**src/hdl/text_console_cursor_scroll_assert.svh**
```systemverilog
// ---------------------------------------------------------------------------
// Assertion macros for the text console block.
// Clocked, reset-qualified property checks that report through $error.
// ---------------------------------------------------------------------------
`ifndef TEXT_CONSOLE_CURSOR_SCROLL_ASSERT_SVH
`define TEXT_CONSOLE_CURSOR_SCROLL_ASSERT_SVH

// A property that must hold at every clock edge outside reset.
`define TCC_ASSERT_ALWAYS(lbl, clk, rst_n, prop, msg) \
    lbl: assert property (@(posedge clk) disable iff (!rst_n) (prop)) else $error(msg);

// A consequence that must hold in the clock cycle after its antecedent.
`define TCC_ASSERT_NEXT(lbl, clk, rst_n, ante, cons, msg) \
    lbl: assert property (@(posedge clk) disable iff (!rst_n) (ante) |=> (cons)) \
        else $error(msg);

`endif

```
**src/hdl/tcc_pkg.sv**
```systemverilog
// ---------------------------------------------------------------------------
// Text console package
// Shared types, codes and default dimensions of the text console block.
// ---------------------------------------------------------------------------
`default_nettype none

package tcc_pkg;

    localparam int DEF_COLS     = 80;
    localparam int DEF_ROWS     = 25;

    localparam int CELL_W       = 16;
    localparam int CODE_W       = 8;
    localparam int COLOR_W      = 8;
    localparam int NIBBLE_W     = 4;
    localparam int FUNC_W       = 2;
    localparam int COL_FIELD_W  = 7;
    localparam int ROW_FIELD_W  = 5;
    localparam int CFG_IDX_W    = 1;

    localparam logic [CODE_W-1:0]   NEWLINE_CODE = 8'd10;
    localparam logic [NIBBLE_W-1:0] FORE_RESET   = 4'hF;
    localparam logic [NIBBLE_W-1:0] BACK_RESET   = 4'h0;

    typedef enum logic [FUNC_W-1:0] {
        FN_PUT   = 2'd0,
        FN_CLEAR = 2'd1,
        FN_READ  = 2'd2
    } t_func;

    typedef enum logic [CFG_IDX_W-1:0] {
        CFG_FORE = 1'b0,
        CFG_BACK = 1'b1
    } t_cfg_idx;

    typedef enum logic [2:0] {
        ST_INIT,
        ST_IDLE,
        ST_SCROLL,
        ST_BLANK,
        ST_PUT,
        ST_DONE
    } t_tcc_state;

    typedef struct packed {
        logic wr_en;
        logic rd_en;
    } t_mem_ctl;

endpackage

`default_nettype wire

```
**src/hdl/tcc_if.sv**
```systemverilog
// ---------------------------------------------------------------------------
// Text console channels
// Command, result and configuration channels with valid/ready handshakes.
// ---------------------------------------------------------------------------
`default_nettype none

interface tcc_cmd_if import tcc_pkg::*; ();
    logic                   valid;
    logic                   ready;
    logic [FUNC_W-1:0]      func;
    logic [CODE_W-1:0]      char_code;
    logic [COL_FIELD_W-1:0] cell_col;
    logic [ROW_FIELD_W-1:0] cell_row;

    modport source (output valid, func, char_code, cell_col, cell_row, input ready);
    modport sink   (input valid, func, char_code, cell_col, cell_row, output ready);
endinterface

interface tcc_res_if import tcc_pkg::*; ();
    logic                   valid;
    logic                   ready;
    logic [COL_FIELD_W-1:0] cursor_column;
    logic [ROW_FIELD_W-1:0] cursor_line;
    logic [CODE_W-1:0]      read_code;
    logic [COLOR_W-1:0]     read_color;

    modport source (output valid, cursor_column, cursor_line, read_code, read_color,
                    input ready);
    modport sink   (input valid, cursor_column, cursor_line, read_code, read_color,
                    output ready);
endinterface


`default_nettype wire

```
**src/hdl/tcc_ctrl.sv**
```systemverilog
// ---------------------------------------------------------------------------
// Text console controller
// Cursor state, command sequencing, scroll and blank sweeps, result register.
// ---------------------------------------------------------------------------
`default_nettype none

module tcc_ctrl import tcc_pkg::*; #(
    parameter int COLS = DEF_COLS,
    parameter int ROWS = DEF_ROWS,
    parameter int AW   = $clog2(DEF_COLS * DEF_ROWS)
) (
    input  logic               i_clk,
    input  logic               i_rst_n,
    tcc_cmd_if.sink            i_cmd,
    tcc_res_if.source          o_res,
    input  logic [COLOR_W-1:0] i_color,
    output t_mem_ctl           o_mem_ctl,
    output logic [AW-1:0]      o_wr_addr,
    output logic [CELL_W-1:0]  o_wr_data,
    output logic [AW-1:0]      o_rd_addr,
    input  logic [CELL_W-1:0]  i_rd_data
);

    localparam int TOTAL    = ROWS * COLS;
    localparam int SCROLL_N = (ROWS - 1) * COLS;
    localparam int CW       = $clog2(COLS + 1);
    localparam int RW       = $clog2(ROWS);
    localparam int NW       = $clog2(TOTAL + 1);

    t_tcc_state              r_state, n_state;
    logic [CW-1:0]           r_col, n_col;
    logic [RW-1:0]           r_row, n_row;
    logic [AW-1:0]           r_base, n_base;
    logic [NW-1:0]           r_cnt, n_cnt;
    logic                    r_pend, n_pend;
    logic [CODE_W-1:0]       r_pend_code, n_pend_code;
    logic                    r_rd_hit, n_rd_hit;
    logic                    r_out_valid, n_out_valid;
    logic [COL_FIELD_W-1:0]  r_out_col, n_out_col;
    logic [ROW_FIELD_W-1:0]  r_out_row, n_out_row;
    logic [CODE_W-1:0]       r_out_code, n_out_code;
    logic [COLOR_W-1:0]      r_out_color, n_out_color;

    logic                    is_newline;
    logic                    is_wrap;
    logic                    is_last_row;
    logic                    rd_in_range;
    logic                    out_free;
    logic                    init_end;
    logic                    scroll_end;
    logic                    blank_end;
    logic [AW-1:0]           rd_cell_addr;

    assign is_newline   = i_cmd.char_code == NEWLINE_CODE;
    assign is_wrap      = r_col == CW'(COLS);
    assign is_last_row  = r_row == RW'(ROWS - 1);
    assign rd_in_range  = ({1'b0, i_cmd.cell_col} < 8'(COLS))
                       && ({2'b00, i_cmd.cell_row} < 7'(ROWS));
    assign rd_cell_addr = AW'(AW'(i_cmd.cell_row) * AW'(COLS)) + AW'(i_cmd.cell_col);
    assign out_free     = !r_out_valid || o_res.ready;
    assign init_end     = r_cnt == NW'(TOTAL - 1);
    assign scroll_end   = r_cnt == NW'(SCROLL_N);
    assign blank_end    = r_cnt == NW'(TOTAL - 1);

    always_comb begin
        n_state = r_state;
        unique case (r_state)
            ST_INIT: begin
                if (init_end) begin
                    n_state = ST_IDLE;
                end
            end
            ST_IDLE: begin
                if (i_cmd.valid) begin
                    unique case (t_func'(i_cmd.func))
                        FN_PUT: begin
                            if (is_last_row && (is_newline || is_wrap)) begin
                                n_state = ST_SCROLL;
                            end else begin
                                n_state = ST_DONE;
                            end
                        end
                        FN_CLEAR: n_state = ST_BLANK;
                        default:  n_state = ST_DONE;
                    endcase
                end
            end
            ST_SCROLL: begin
                if (scroll_end) begin
                    n_state = ST_BLANK;
                end
            end
            ST_BLANK: begin
                if (blank_end) begin
                    n_state = r_pend ? ST_PUT : ST_DONE;
                end
            end
            ST_PUT: n_state = ST_DONE;
            ST_DONE: begin
                if (out_free) begin
                    n_state = ST_IDLE;
                end
            end
            default: n_state = ST_INIT;
        endcase
    end

    always_comb begin
        n_col       = r_col;
        n_row       = r_row;
        n_base      = r_base;
        n_cnt       = r_cnt;
        n_pend      = r_pend;
        n_pend_code = r_pend_code;
        n_rd_hit    = r_rd_hit;
        n_out_valid = r_out_valid && !o_res.ready;
        n_out_col   = r_out_col;
        n_out_row   = r_out_row;
        n_out_code  = r_out_code;
        n_out_color = r_out_color;
        o_mem_ctl   = '0;
        o_wr_addr   = '0;
        o_wr_data   = '0;
        o_rd_addr   = '0;

        unique case (r_state)
            ST_INIT: begin
                o_mem_ctl.wr_en = 1'b1;
                o_wr_addr       = r_cnt[AW-1:0];
                n_cnt           = r_cnt + NW'(1);
            end
            ST_IDLE: begin
                if (i_cmd.valid) begin
                    n_rd_hit = 1'b0;
                    unique case (t_func'(i_cmd.func))
                        FN_PUT: begin
                            if (is_newline) begin
                                n_col = '0;
                                if (is_last_row) begin
                                    n_cnt  = '0;
                                    n_pend = 1'b0;
                                end else begin
                                    n_row  = r_row + RW'(1);
                                    n_base = r_base + AW'(COLS);
                                end
                            end else if (is_wrap) begin
                                if (is_last_row) begin
                                    n_col       = '0;
                                    n_cnt       = '0;
                                    n_pend      = 1'b1;
                                    n_pend_code = i_cmd.char_code;
                                end else begin
                                    o_mem_ctl.wr_en = 1'b1;
                                    o_wr_addr       = r_base + AW'(COLS);
                                    o_wr_data       = {i_color, i_cmd.char_code};
                                    n_row           = r_row + RW'(1);
                                    n_base          = r_base + AW'(COLS);
                                    n_col           = CW'(1);
                                end
                            end else begin
                                o_mem_ctl.wr_en = 1'b1;
                                o_wr_addr       = r_base + AW'(r_col);
                                o_wr_data       = {i_color, i_cmd.char_code};
                                n_col           = r_col + CW'(1);
                            end
                        end
                        FN_CLEAR: begin
                            n_col  = '0;
                            n_row  = '0;
                            n_base = '0;
                            n_cnt  = '0;
                            n_pend = 1'b0;
                        end
                        FN_READ: begin
                            o_mem_ctl.rd_en = rd_in_range;
                            o_rd_addr       = rd_cell_addr;
                            n_rd_hit        = rd_in_range;
                        end
                        default: begin
                            n_rd_hit = 1'b0;
                        end
                    endcase
                end
            end
            ST_SCROLL: begin
                o_mem_ctl.rd_en = !scroll_end;
                o_rd_addr       = r_cnt[AW-1:0] + AW'(COLS);
                o_mem_ctl.wr_en = r_cnt != '0;
                o_wr_addr       = r_cnt[AW-1:0] - AW'(1);
                o_wr_data       = i_rd_data;
                if (!scroll_end) begin
                    n_cnt = r_cnt + NW'(1);
                end
            end
            ST_BLANK: begin
                o_mem_ctl.wr_en = 1'b1;
                o_wr_addr       = r_cnt[AW-1:0];
                o_wr_data       = {i_color, CODE_W'(0)};
                n_cnt           = r_cnt + NW'(1);
            end
            ST_PUT: begin
                o_mem_ctl.wr_en = 1'b1;
                o_wr_addr       = r_base;
                o_wr_data       = {i_color, r_pend_code};
                n_col           = CW'(1);
                n_pend          = 1'b0;
            end
            ST_DONE: begin
                if (out_free) begin
                    n_out_valid = 1'b1;
                    n_out_col   = COL_FIELD_W'(r_col);
                    n_out_row   = ROW_FIELD_W'(r_row);
                    n_out_code  = r_rd_hit ? i_rd_data[CODE_W-1:0] : '0;
                    n_out_color = r_rd_hit ? i_rd_data[CELL_W-1:CODE_W] : '0;
                end
            end
            default: begin
                n_cnt = '0;
            end
        endcase
    end

    always_ff @(posedge i_clk) begin
        if (!i_rst_n) begin
            r_state     <= ST_INIT;
            r_col       <= '0;
            r_row       <= '0;
            r_base      <= '0;
            r_cnt       <= '0;
            r_pend      <= 1'b0;
            r_rd_hit    <= 1'b0;
            r_out_valid <= 1'b0;
        end else begin
            r_state     <= n_state;
            r_col       <= n_col;
            r_row       <= n_row;
            r_base      <= n_base;
            r_cnt       <= n_cnt;
            r_pend      <= n_pend;
            r_rd_hit    <= n_rd_hit;
            r_out_valid <= n_out_valid;
        end
    end

    always_ff @(posedge i_clk) begin
        r_pend_code <= n_pend_code;
        r_out_col   <= n_out_col;
        r_out_row   <= n_out_row;
        r_out_code  <= n_out_code;
        r_out_color <= n_out_color;
    end

    assign i_cmd.ready         = r_state == ST_IDLE;
    assign o_res.valid         = r_out_valid;
    assign o_res.cursor_column = r_out_col;
    assign o_res.cursor_line   = r_out_row;
    assign o_res.read_code     = r_out_code;
    assign o_res.read_color    = r_out_color;

endmodule

`default_nettype wire

```
**src/flat_wrapper.sv**
```systemverilog
// flat-port wrapper written by rule: the top's interface ports become plain ports
module tcc_ctrl_flat import tcc_pkg::*;
#(
    parameter int COLS = DEF_COLS,
    parameter int ROWS = DEF_ROWS,
    parameter int AW   = $clog2(DEF_COLS * DEF_ROWS)
)
  (i_clk, i_rst_n, i_color, o_mem_ctl, o_wr_addr, o_wr_data, o_rd_addr, i_rd_data, i_cmd_valid, i_cmd_func, i_cmd_char_code, i_cmd_cell_col, i_cmd_cell_row, i_cmd_ready, o_res_valid, o_res_cursor_column, o_res_cursor_line, o_res_read_code, o_res_read_color, o_res_ready);
  tcc_cmd_if i_cmd_i ();
  tcc_res_if o_res_i ();
  input  logic i_clk;
  input  logic i_rst_n;
  input  logic [COLOR_W-1:0] i_color;
  output t_mem_ctl o_mem_ctl;
  output logic [AW-1:0] o_wr_addr;
  output logic [CELL_W-1:0] o_wr_data;
  output logic [AW-1:0] o_rd_addr;
  input  logic [CELL_W-1:0] i_rd_data;
  input wire logic [$bits(i_cmd_i.valid)-1:0] i_cmd_valid;
  input wire logic [$bits(i_cmd_i.func)-1:0] i_cmd_func;
  input wire logic [$bits(i_cmd_i.char_code)-1:0] i_cmd_char_code;
  input wire logic [$bits(i_cmd_i.cell_col)-1:0] i_cmd_cell_col;
  input wire logic [$bits(i_cmd_i.cell_row)-1:0] i_cmd_cell_row;
  output wire logic [$bits(i_cmd_i.ready)-1:0] i_cmd_ready;
  output wire logic [$bits(o_res_i.valid)-1:0] o_res_valid;
  output wire logic [$bits(o_res_i.cursor_column)-1:0] o_res_cursor_column;
  output wire logic [$bits(o_res_i.cursor_line)-1:0] o_res_cursor_line;
  output wire logic [$bits(o_res_i.read_code)-1:0] o_res_read_code;
  output wire logic [$bits(o_res_i.read_color)-1:0] o_res_read_color;
  input wire logic [$bits(o_res_i.ready)-1:0] o_res_ready;
  assign i_cmd_i.valid = i_cmd_valid;
  assign i_cmd_i.func = i_cmd_func;
  assign i_cmd_i.char_code = i_cmd_char_code;
  assign i_cmd_i.cell_col = i_cmd_cell_col;
  assign i_cmd_i.cell_row = i_cmd_cell_row;
  assign i_cmd_ready = i_cmd_i.ready;
  assign o_res_valid = o_res_i.valid;
  assign o_res_cursor_column = o_res_i.cursor_column;
  assign o_res_cursor_line = o_res_i.cursor_line;
  assign o_res_read_code = o_res_i.read_code;
  assign o_res_read_color = o_res_i.read_color;
  assign o_res_i.ready = o_res_ready;
  tcc_ctrl #(.COLS(COLS), .ROWS(ROWS), .AW(AW)) u_core (.i_clk(i_clk), .i_rst_n(i_rst_n), .i_cmd(i_cmd_i), .o_res(o_res_i), .i_color(i_color), .o_mem_ctl(o_mem_ctl), .o_wr_addr(o_wr_addr), .o_wr_data(o_wr_data), .o_rd_addr(o_rd_addr), .i_rd_data(i_rd_data));
endmodule
```
**config.mk**
```make
export PLATFORM = sky130hd
export DESIGN_NAME = tcc_ctrl_flat
export DESIGN_NICKNAME = d
export VERILOG_FILES = /design/src/hdl/text_console_cursor_scroll_assert.svh /design/src/hdl/tcc_pkg.sv /design/src/hdl/tcc_if.sv /design/src/hdl/tcc_ctrl.sv /design/src/flat_wrapper.sv
export SDC_FILE = /design/constraint.sdc
export NUM_CORES = 1
export LEC_CHECK = 0
export BUFFER_PORTS_ARGS = -buffer_cell sky130_fd_sc_hd__clkbuf_2
export CORE_MARGIN = 2
export CORE_UTILIZATION = 30
export DETAILED_ROUTE_END_ITERATION = 7
export PLACE_DENSITY = 0.48
export SKIP_LAST_GASP = 1
export SYNTH_ARGS = -nofsm -noshare
export SYNTH_HDL_FRONTEND = slang
export SYNTH_SLANG_ARGS = --single-unit
```
**constraint.sdc**
```tcl
create_clock -name i_clk -period 3.77 [get_ports i_clk]
set_input_delay 0.754 -clock i_clk [delete_from_list [all_inputs] [get_ports i_clk]]
set_output_delay 0.754 -clock i_clk [all_outputs]
set_load 0.01 [all_outputs]
```
==> results of run 1 <==
## final cells by class
| type | instances | area [µm²] |
|---|---|---|
| multi-input combinational | 404 | 2800 |
| inverter | 31 | 116.4 |
| fill | 1652 | 9843 |
| clock inverter | 6 | 50.05 |
| sequential | 72 | 1802 |
| clock buffer | 10 | 250.2 |
| timing repair buffer | 140 | 753.2 |
| tap | 216 | 270.3 |
## stage by stage
stage | hold slack [ns] | setup slack, ns | cells | utilization (%)
6_report | 0.5145 | 0.1587 | 879 | 38.04
5_1_grt | 0.5357 | 0.03059 | 879 | 38.04
4_1_cts | 0.5080 | 0.1718 | 879 | 38.04
3_5_place_dp | 0.4933 | 0.1880 | 863 | 36.15
3_3_place_gp | 0.4900 | 0.3017 | 863 | 36.15
2_1_floorplan | 0.4578 | 0.5740 | 541 | -
## flip-flops by register name, indices dropped and copies added (netlist names)
register	cells
u_core.o_res.cursor_column	7
u_core.o_res.cursor_line	5
u_core.o_res.read_code	8
u_core.o_res.read_color	8
u_core.o_res.valid	1
u_core.r_base	7
u_core.r_cnt	11
u_core.r_col	7
u_core.r_pend	1
u_core.r_pend_code	8
u_core.r_rd_hit	1
u_core.r_row	5
u_core.r_state	3
## cells in the mapped netlist (all sizes together) (3+ instances only)
| cell | n |
|---|---|
| nand2 | 47 |
| a21oi | 43 |
| dfxtp | 36 |
| edfxtp | 36 |
| inv | 31 |
| clkbuf | 25 |
| ha | 23 |
| nor2 | 21 |
| o21ai | 21 |
| and2 | 17 |
| nand3 | 14 |
| o31ai | 14 |
| xor2 | 14 |
| nand2b | 13 |
| nand4 | 12 |
| nor3 | 12 |
| a22o | 11 |
| or4 | 11 |
| xnor2 | 11 |
| mux2i | 10 |
| a222oi | 9 |
| a31oi | 9 |
| buf | 9 |
| a21o | 7 |
| and3 | 7 |
| o211ai | 7 |
| o22ai | 6 |
| or3 | 6 |
| nor2b | 5 |
| a211o | 4 |
| a221o | 4 |
| nand4bb | 4 |
| nor3b | 4 |
| nor4 | 4 |
| a32oi | 3 |
## layout by cell type (no fill, tap or decap), drive strengths merged, types with 4 or more instances in the layout
cell / Yosys / final
nand2b: 13 / 13
a21oi: 43 / 43
and3: 7 / 7
nand2: 47 / 47
o31ai: 14 / 14
a31oi: 9 / 9
o21ai: 21 / 21
nor3b: 4 / 4
edfxtp: 36 / 36
nor2: 21 / 21
a221o: 4 / 4
a222oi: 9 / 9
and2: 17 / 17
o22ai: 6 / 6
xor2: 14 / 14
o211ai: 7 / 7
nor3: 12 / 12
nor4: 4 / 4
clkinvlp: 0 / 4
nand3: 14 / 14
or4: 11 / 11
nand4: 12 / 12
nand4bb: 4 / 4
a22o: 11 / 11
buf: 9 / 21
or3: 6 / 6
a21o: 7 / 7
nor2b: 5 / 5
dfxtp: 36 / 36
clkbuf: 25 / 129
inv: 31 / 33
ha: 23 / 23
xnor2: 11 / 11
a211o: 4 / 4
mux2i: 10 / 10
## worst paths after layout
kind | startpoint | to | slack, ns | cells after the start
setup / recovery | i_cmd_cell_row[1] | o_rd_addr[10] | 0.16 | 11
hold / removal | u_core.r_row[0]$_SDFFE_PN0P_ | u_core.o_res.cursor_line[0]$_DFFE_PP_ | 0.51 | 0
setup reg to reg | u_core.r_col[4]$_SDFFE_PN0P_ | u_core.r_base[9]$_SDFFE_PN0P_ | 1.06 | 5
hold reg to reg | u_core.r_row[0]$_SDFFE_PN0P_ | u_core.o_res.cursor_line[0]$_DFFE_PP_ | 0.51 | 0
## power by group
part | internal (W) | leakage [nW] | switching, W | total [W]
registers | 0.000834 | 0.601 | 0.0000179 | 0.000852
clock network | 0.000492 | 0.134 | 0.000362 | 0.000854
logic | 0.000245 | 1.75 | 0.000419 | 0.000665
total | 0.00157 | 2.49 | 0.000799 | 0.00237
## critical path, cell delays in order
cell                       delay, ns
sky130_fd_sc_hd__clkbuf_2       0.13
sky130_fd_sc_hd__ha_1           0.29
sky130_fd_sc_hd__ha_1           0.17
sky130_fd_sc_hd__inv_1          0.06
sky130_fd_sc_hd__fa_1           0.38
sky130_fd_sc_hd__xnor2_1        0.27
sky130_fd_sc_hd__nand4b_1       0.17
sky130_fd_sc_hd__xnor2_1        0.22
sky130_fd_sc_hd__xor2_1         0.17
sky130_fd_sc_hd__o22ai_1        0.09
sky130_fd_sc_hd__clkbuf_2       0.15
## kinds of logic (layout without fill, tap and decap cells)
family,Yosys count,after routing
compound gates,157,157
xor+xnor,25,25
fa+ha+maj,25,25
buf+inv,65,187
flops,72,72
mux,10,10
other cells,1,1
simple gates,186,186
## per-layer routing
metal  track usage (%)  routed length [µm]  vias up
met5                 0                   0        -
met4             5.374                 284        0
met3             3.974                1172       20
met2             27.34                6967      233
met1             24.42                6932     2280
li1                  -                   -     2292
==> impl_metrics.env, run 1 <==
export IMPL_cts_resized=0
export IMPL_summed_instance_area_of_the_synthesized_netlist_um2=4858
export IMPL_cts_hold_buffers_added=0
export IMPL_worst_slew_pin_transition_ns=0.8179
export IMPL_final_setup_tns_ns=0
export IMPL_synth_cell_types=68
export IMPL_die_x_um=131.3
export IMPL_path_category_of_the_worst_min_delay_check="reg2reg"
export IMPL_maximum_fanout_encountered_on_the_critical_timing_path=4
export IMPL_synth_mux_area_share_pct=2.060
export IMPL_core_um2=15890
export IMPL_port_buffers=119
export IMPL_synth_main_ff_cell="sky130_fd_sc_hd__edfxtp_1"
export IMPL_pin_count=120
export IMPL_groute_usage_overall_pct=17.61
export IMPL_post_route_period_util_pct=95.79
export IMPL_antenna_found_initial=0
export IMPL_dpl_instance_area_um2=5742
export IMPL_num_rows=46
export IMPL_root_buffer="sky130_fd_sc_hd__clkbuf_16"
export IMPL_cp_start_kind="input port"
export IMPL_syn_num_nets=616
export IMPL_clock_sinks=72
export IMPL_number_of_global_route_vias_before_repair=4381
export IMPL_hpwlAfterDp_um=11590
export IMPL_drive_gt1_share_pct=25.04
export IMPL_clock_tree_from_tritoncts="done"
export IMPL_synth_area_top_cells="sky130_fd_sc_hd__edfxtp_1 (22%), sky130_fd_sc_hd__dfxtp_1 (15%), sky130_fd_sc_hd__ha_1 (5.9%)"
export IMPL_leakagePower_nw=2.488
export IMPL_cts_reportedPaths_clkPinSlew_ns=0.06
export IMPL_vias=4825
export IMPL_ys_seq_area_share_pct=37.08
export IMPL_synth_area_leader="sky130_fd_sc_hd__edfxtp_1"
export IMPL_synth_top_area_share_pct=22.25
export IMPL_drc=0
export IMPL_timing_fmax_mhz=276.9
export IMPL_timing_worst_setup_path_type="in2out"
export IMPL_finalClockSkew_ns=0.007172
export IMPL_synth_edf_count=36
export IMPL_post_synth_and_or_nand_nor_area_fraction_pct=21.56
export IMPL_drt_total_wl_um=15360
export IMPL_worstSkewPairLatency_ns=0.34
export IMPL_antenna_cells=0
export IMPL_setup_worst_path_end_class="output pin"
export IMPL_worstPathArrival_ns=2.86
export IMPL_unrepaired_setup_endpoints_after_global_routing="no"
export IMPL_postRouteAntennaNets=0
export IMPL_grt_first_pass_wirelength_um=24450
export IMPL_initialDrtViolationCount=376
export IMPL_yosysWarnings=0
export IMPL_detail_route_vias_per_cell=5.489
export IMPL_synth_cells=541
export IMPL_synth_fa_ha_area_share_pct=6.747
export IMPL_timing_final_max_slew_violations=0
export IMPL_timing_final_hold_violations=0
export IMPL_cp_data_required_time_ns=3.02
export IMPL_ir_drop_mv=0.2238
export IMPL_floorplan_die_area_um2=17230
export IMPL_total_power_w=0.002370
export IMPL_synth_seq_cells=72
export IMPL_layout_cell_area_non_filler_um2=6042
export IMPL_async_sr_flop_fraction_pct=0
export IMPL_largest_family_of_logic_cells_by_synthesized_area="compound AO/OA/AOI/OAI gates"
export IMPL_place_congestion=0.8617
export IMPL_synth_xor_area_share_pct=4.507
export IMPL_power_density_cell_area_nw_per_um2=392.3
export IMPL_cts_made_buffers=9
export IMPL_fin_crit_ns=3.611
export IMPL_ctsLongestPathBuffers=2
export IMPL_pin_count_of_the_biggest_net_entering_global_routing=29
export IMPL_layout_nets=733
export IMPL_post_drt_wl_per_cell_um=17.47
export IMPL_post_synth_cell_area_avg_um2=8.980
export IMPL_globalRouteOverflowTotal=0
export IMPL_drt_pass1_iterations=6
export IMPL_syn_to_final_growth_pct=24.36
export IMPL_cts_max_level=3
export IMPL_slew_headroom_pct=45.24
export IMPL_max_cap_violations=0
export IMPL_run_status="complete, no violations"
export IMPL_post_cts_buffers=0
export IMPL_chipHeight_um=131.3
export IMPL_initial_core_util_pct=30.58
export IMPL_synth_compound_area_share_pct=22.59
export IMPL_count_of_endpoints_failing_setup_in_the_final_report=0
Power figures use the tool's default switching activity.
==> inputs of run 2 (changes only) <==
Settings changed: CORE_ASPECT_RATIO set to 0.8.
==> impl_metrics.env, run 2 (synthesis gave the netlist of run 1 again) <==
export IMPL_run_status="complete, no violations"
export IMPL_fillCellCount=1643
export IMPL_port_buffers=119
export IMPL_detail_route_vias_per_cell=5.436
export IMPL_worst_hold_startpoint="u_core.r_row[0]$_SDFFE_PN0P_"
export IMPL_fin_crit_ns=3.593
export IMPL_reg2reg_slack_ns=1.06
export IMPL_layout_common_cells="sky130_fd_sc_hd__clkbuf_2 (119), sky130_fd_sc_hd__nand2_1 (47), sky130_fd_sc_hd__a21oi_1 (43)"
export IMPL_hpwlAfterDp_um=12160
export IMPL_layout_cell_area_non_filler_um2=6106
export IMPL_worstSkewPairLatency_ns=0.35
export IMPL_power_net_switching_w=0.0008025
export IMPL_count_of_endpoints_failing_setup_in_the_final_report=0
export IMPL_rr_endpoint="u_core.r_base[8]$_SDFFE_PN0P_"
export IMPL_switching_share_pct=32.53
export IMPL_reg2regPathDepth=5
export IMPL_post_cts_buffers=0
export IMPL_layout_area_seq_um2=1802
export IMPL_max_cap_violations=0
export IMPL_drt_pass1_iterations=5
export IMPL_timing_fmax_mhz=278.3
export IMPL_clockPowerShare_pct=38.4
export IMPL_dpl_instance_area_um2=5748
export IMPL_post_route_period_util_pct=95.31
export IMPL_total_power_w=0.002467
export IMPL_cts_max_level=3
export IMPL_worstPathArrival_ns=2.84
export IMPL_initialDrtViolationCount=413
export IMPL_power_density_cell_area_nw_per_um2=404.0
export IMPL_clock_tree_from_tritoncts="done"
export IMPL_clock_sinks=72
export IMPL_groute_usage_overall_pct=18.45
export IMPL_timing_final_max_slew_violations=0
export IMPL_floorplan_die_area_um2=17240
export IMPL_leakagePower_nw=2.540
export IMPL_setup_worst_path_end_class="output pin"
export IMPL_cts_resized=0
export IMPL_cp_startpoint="i_cmd_cell_row[1]"
export IMPL_layout_nets=738
export IMPL_slew_headroom_pct=18.50
export IMPL_cts_reportedPaths_clkPinSlew_ns=0.06
export IMPL_cp_data_required_time_ns=3.02
export IMPL_drive_gt1_share_pct=25.60
export IMPL_cp_start_kind="input port"
export IMPL_path_category_of_the_worst_min_delay_check="reg2reg"
export IMPL_pin_count=120
export IMPL_unrepaired_setup_endpoints_after_global_routing="no"
export IMPL_globalRouteOverflowTotal=0
export IMPL_vias=4800
export IMPL_timing_worst_setup_path_type="in2out"
export IMPL_dpl_worst_slack_ns=0.1488
export IMPL_grt_first_pass_wirelength_um=24890
export IMPL_share_seq_of_total_power_pct=35.1
export IMPL_finish_utilization_pct=38.64
export IMPL_cts_made_buffers=9
export IMPL_post_drt_wl_per_cell_um=17.99
export IMPL_initial_core_util_pct=30.75
export IMPL_core_um2=15800
export IMPL_antenna_found_initial=0
export IMPL_final_setup_tns_ns=0
export IMPL_reg2reg_from="u_core.r_col[4]$_SDFFE_PN0P_"
export IMPL_most_common_cell_after_layout_fill_and_taps_aside="sky130_fd_sc_hd__clkbuf_2"
export IMPL_max_flop_register="u_core.r_cnt"
export IMPL_pwr_share_comb_pct=26.5
export IMPL_largest_register_ffs=11
export IMPL_maximum_fanout_encountered_on_the_critical_timing_path=4
export IMPL_antenna_cells=0
export IMPL_drc=0
export IMPL_pin_count_of_the_biggest_net_entering_global_routing=29
export IMPL_cp_endpoint="o_rd_addr[10]"
export IMPL_finalClockSkew_ns=0.003982
export IMPL_postLayoutSetupSlackWorst_ns=0.1767
export IMPL_root_buffer="sky130_fd_sc_hd__clkbuf_16"
export IMPL_power_internal_w=0.001664
export IMPL_place_congestion=0.8811
export IMPL_drt_total_wl_um=15880
export IMPL_syn_to_final_growth_pct=25.68
export IMPL_worst_slew_pin_transition_ns=1.213
export IMPL_die_x_um=146.3
export IMPL_multi_input_logic_area_um2=2800
export IMPL_number_of_global_route_vias_before_repair=4505
export IMPL_ir_drop_mv=0.2015
export IMPL_cts_hold_buffers_added=0
export IMPL_timing_final_hold_violations=0
export IMPL_num_rows=41
export IMPL_postRouteAntennaNets=0
export IMPL_chipHeight_um=117.8
export IMPL_ctsLongestPathBuffers=2
==> run 2: changes by cell type in the layout (fill, tap and decap cells not counted) <==
cell,previous run,this run
sky130_fd_sc_hd__clkinv_2,0,1
sky130_fd_sc_hd__clkinvlp_4,4,0
sky130_fd_sc_hd__inv_6,1,2
sky130_fd_sc_hd__bufinv_16,0,2
sky130_fd_sc_hd__clkinv_4,0,1
sky130_fd_sc_hd__clkbuf_16,10,9
sky130_fd_sc_hd__buf_4,21,26
==> run 2: power groups by stage <==
stage / Sequential [W] / Clock, W / Combinational (W)
5_1_grt: 0.000868 / 0.00101 / 0.000724
3_5_place_dp: 0.000881 / 0 / 0.000634
4_1_cts: 0.000865 / 0.000980 / 0.000641
3_3_place_gp: 0.000880 / 0 / 0.000634
2_1_floorplan: 0.000859 / 0 / 0.000453
6_report: 0.000866 / 0.000948 / 0.000653
==> run 2: how the worst min path moves through the flow <==
stage,to,cells after the start,slack [ns]
2_1_floorplan,u_core.o_res.cursor_line[4]$_DFFE_PP_,0,0.46
3_3_place_gp,u_core.r_row[4]$_SDFFE_PN0P_,2,0.49
3_5_place_dp,u_core.o_res.cursor_line[0]$_DFFE_PP_,0,0.49
4_1_cts,u_core.r_row[4]$_SDFFE_PN0P_,2,0.51
5_1_grt,u_core.o_res.cursor_line[0]$_DFFE_PP_,0,0.52
6_report,u_core.o_res.cursor_line[0]$_DFFE_PP_,0,0.51
==> run 2: layer usage <==
metal,track usage [%],part of all wire [%]
met5,0,0
met4,3.701,0.97
met3,5.349,7.5
met2,26.47,41
met1,27.38,50
==> run 2: final cells by class <==
type	instances	share of cell area, %
clock inverter	7	1.680
tap	215	4.406
inverter	31	1.906
sequential	72	29.51
timing repair buffer	145	12.95
multi-input combinational	404	45.86
clock buffer	9	3.689
==> run 2: worst max-delay path, stage by stage <==
cell and delay (ns):
sky130_fd_sc_hd__clkbuf_2 0.13, sky130_fd_sc_hd__ha_1 0.30, sky130_fd_sc_hd__ha_1 0.18, sky130_fd_sc_hd__inv_1 0.06
sky130_fd_sc_hd__fa_1 0.37, sky130_fd_sc_hd__xnor2_1 0.25, sky130_fd_sc_hd__nand4b_1 0.16, sky130_fd_sc_hd__xnor2_1 0.23
sky130_fd_sc_hd__xor2_1 0.17, sky130_fd_sc_hd__o22ai_1 0.10, sky130_fd_sc_hd__clkbuf_2 0.14
==> run 2: per-stage QoR <==
| step | instances | hold slack, ns |
|---|---|---|
| after floorplan | 541 | 0.4578 |
| after global placement | 863 | 0.4935 |
| after detailed placement | 863 | 0.4925 |
| after CTS | 879 | 0.5093 |
| after global routing | 883 | 0.5189 |
| final | 883 | 0.5081 |
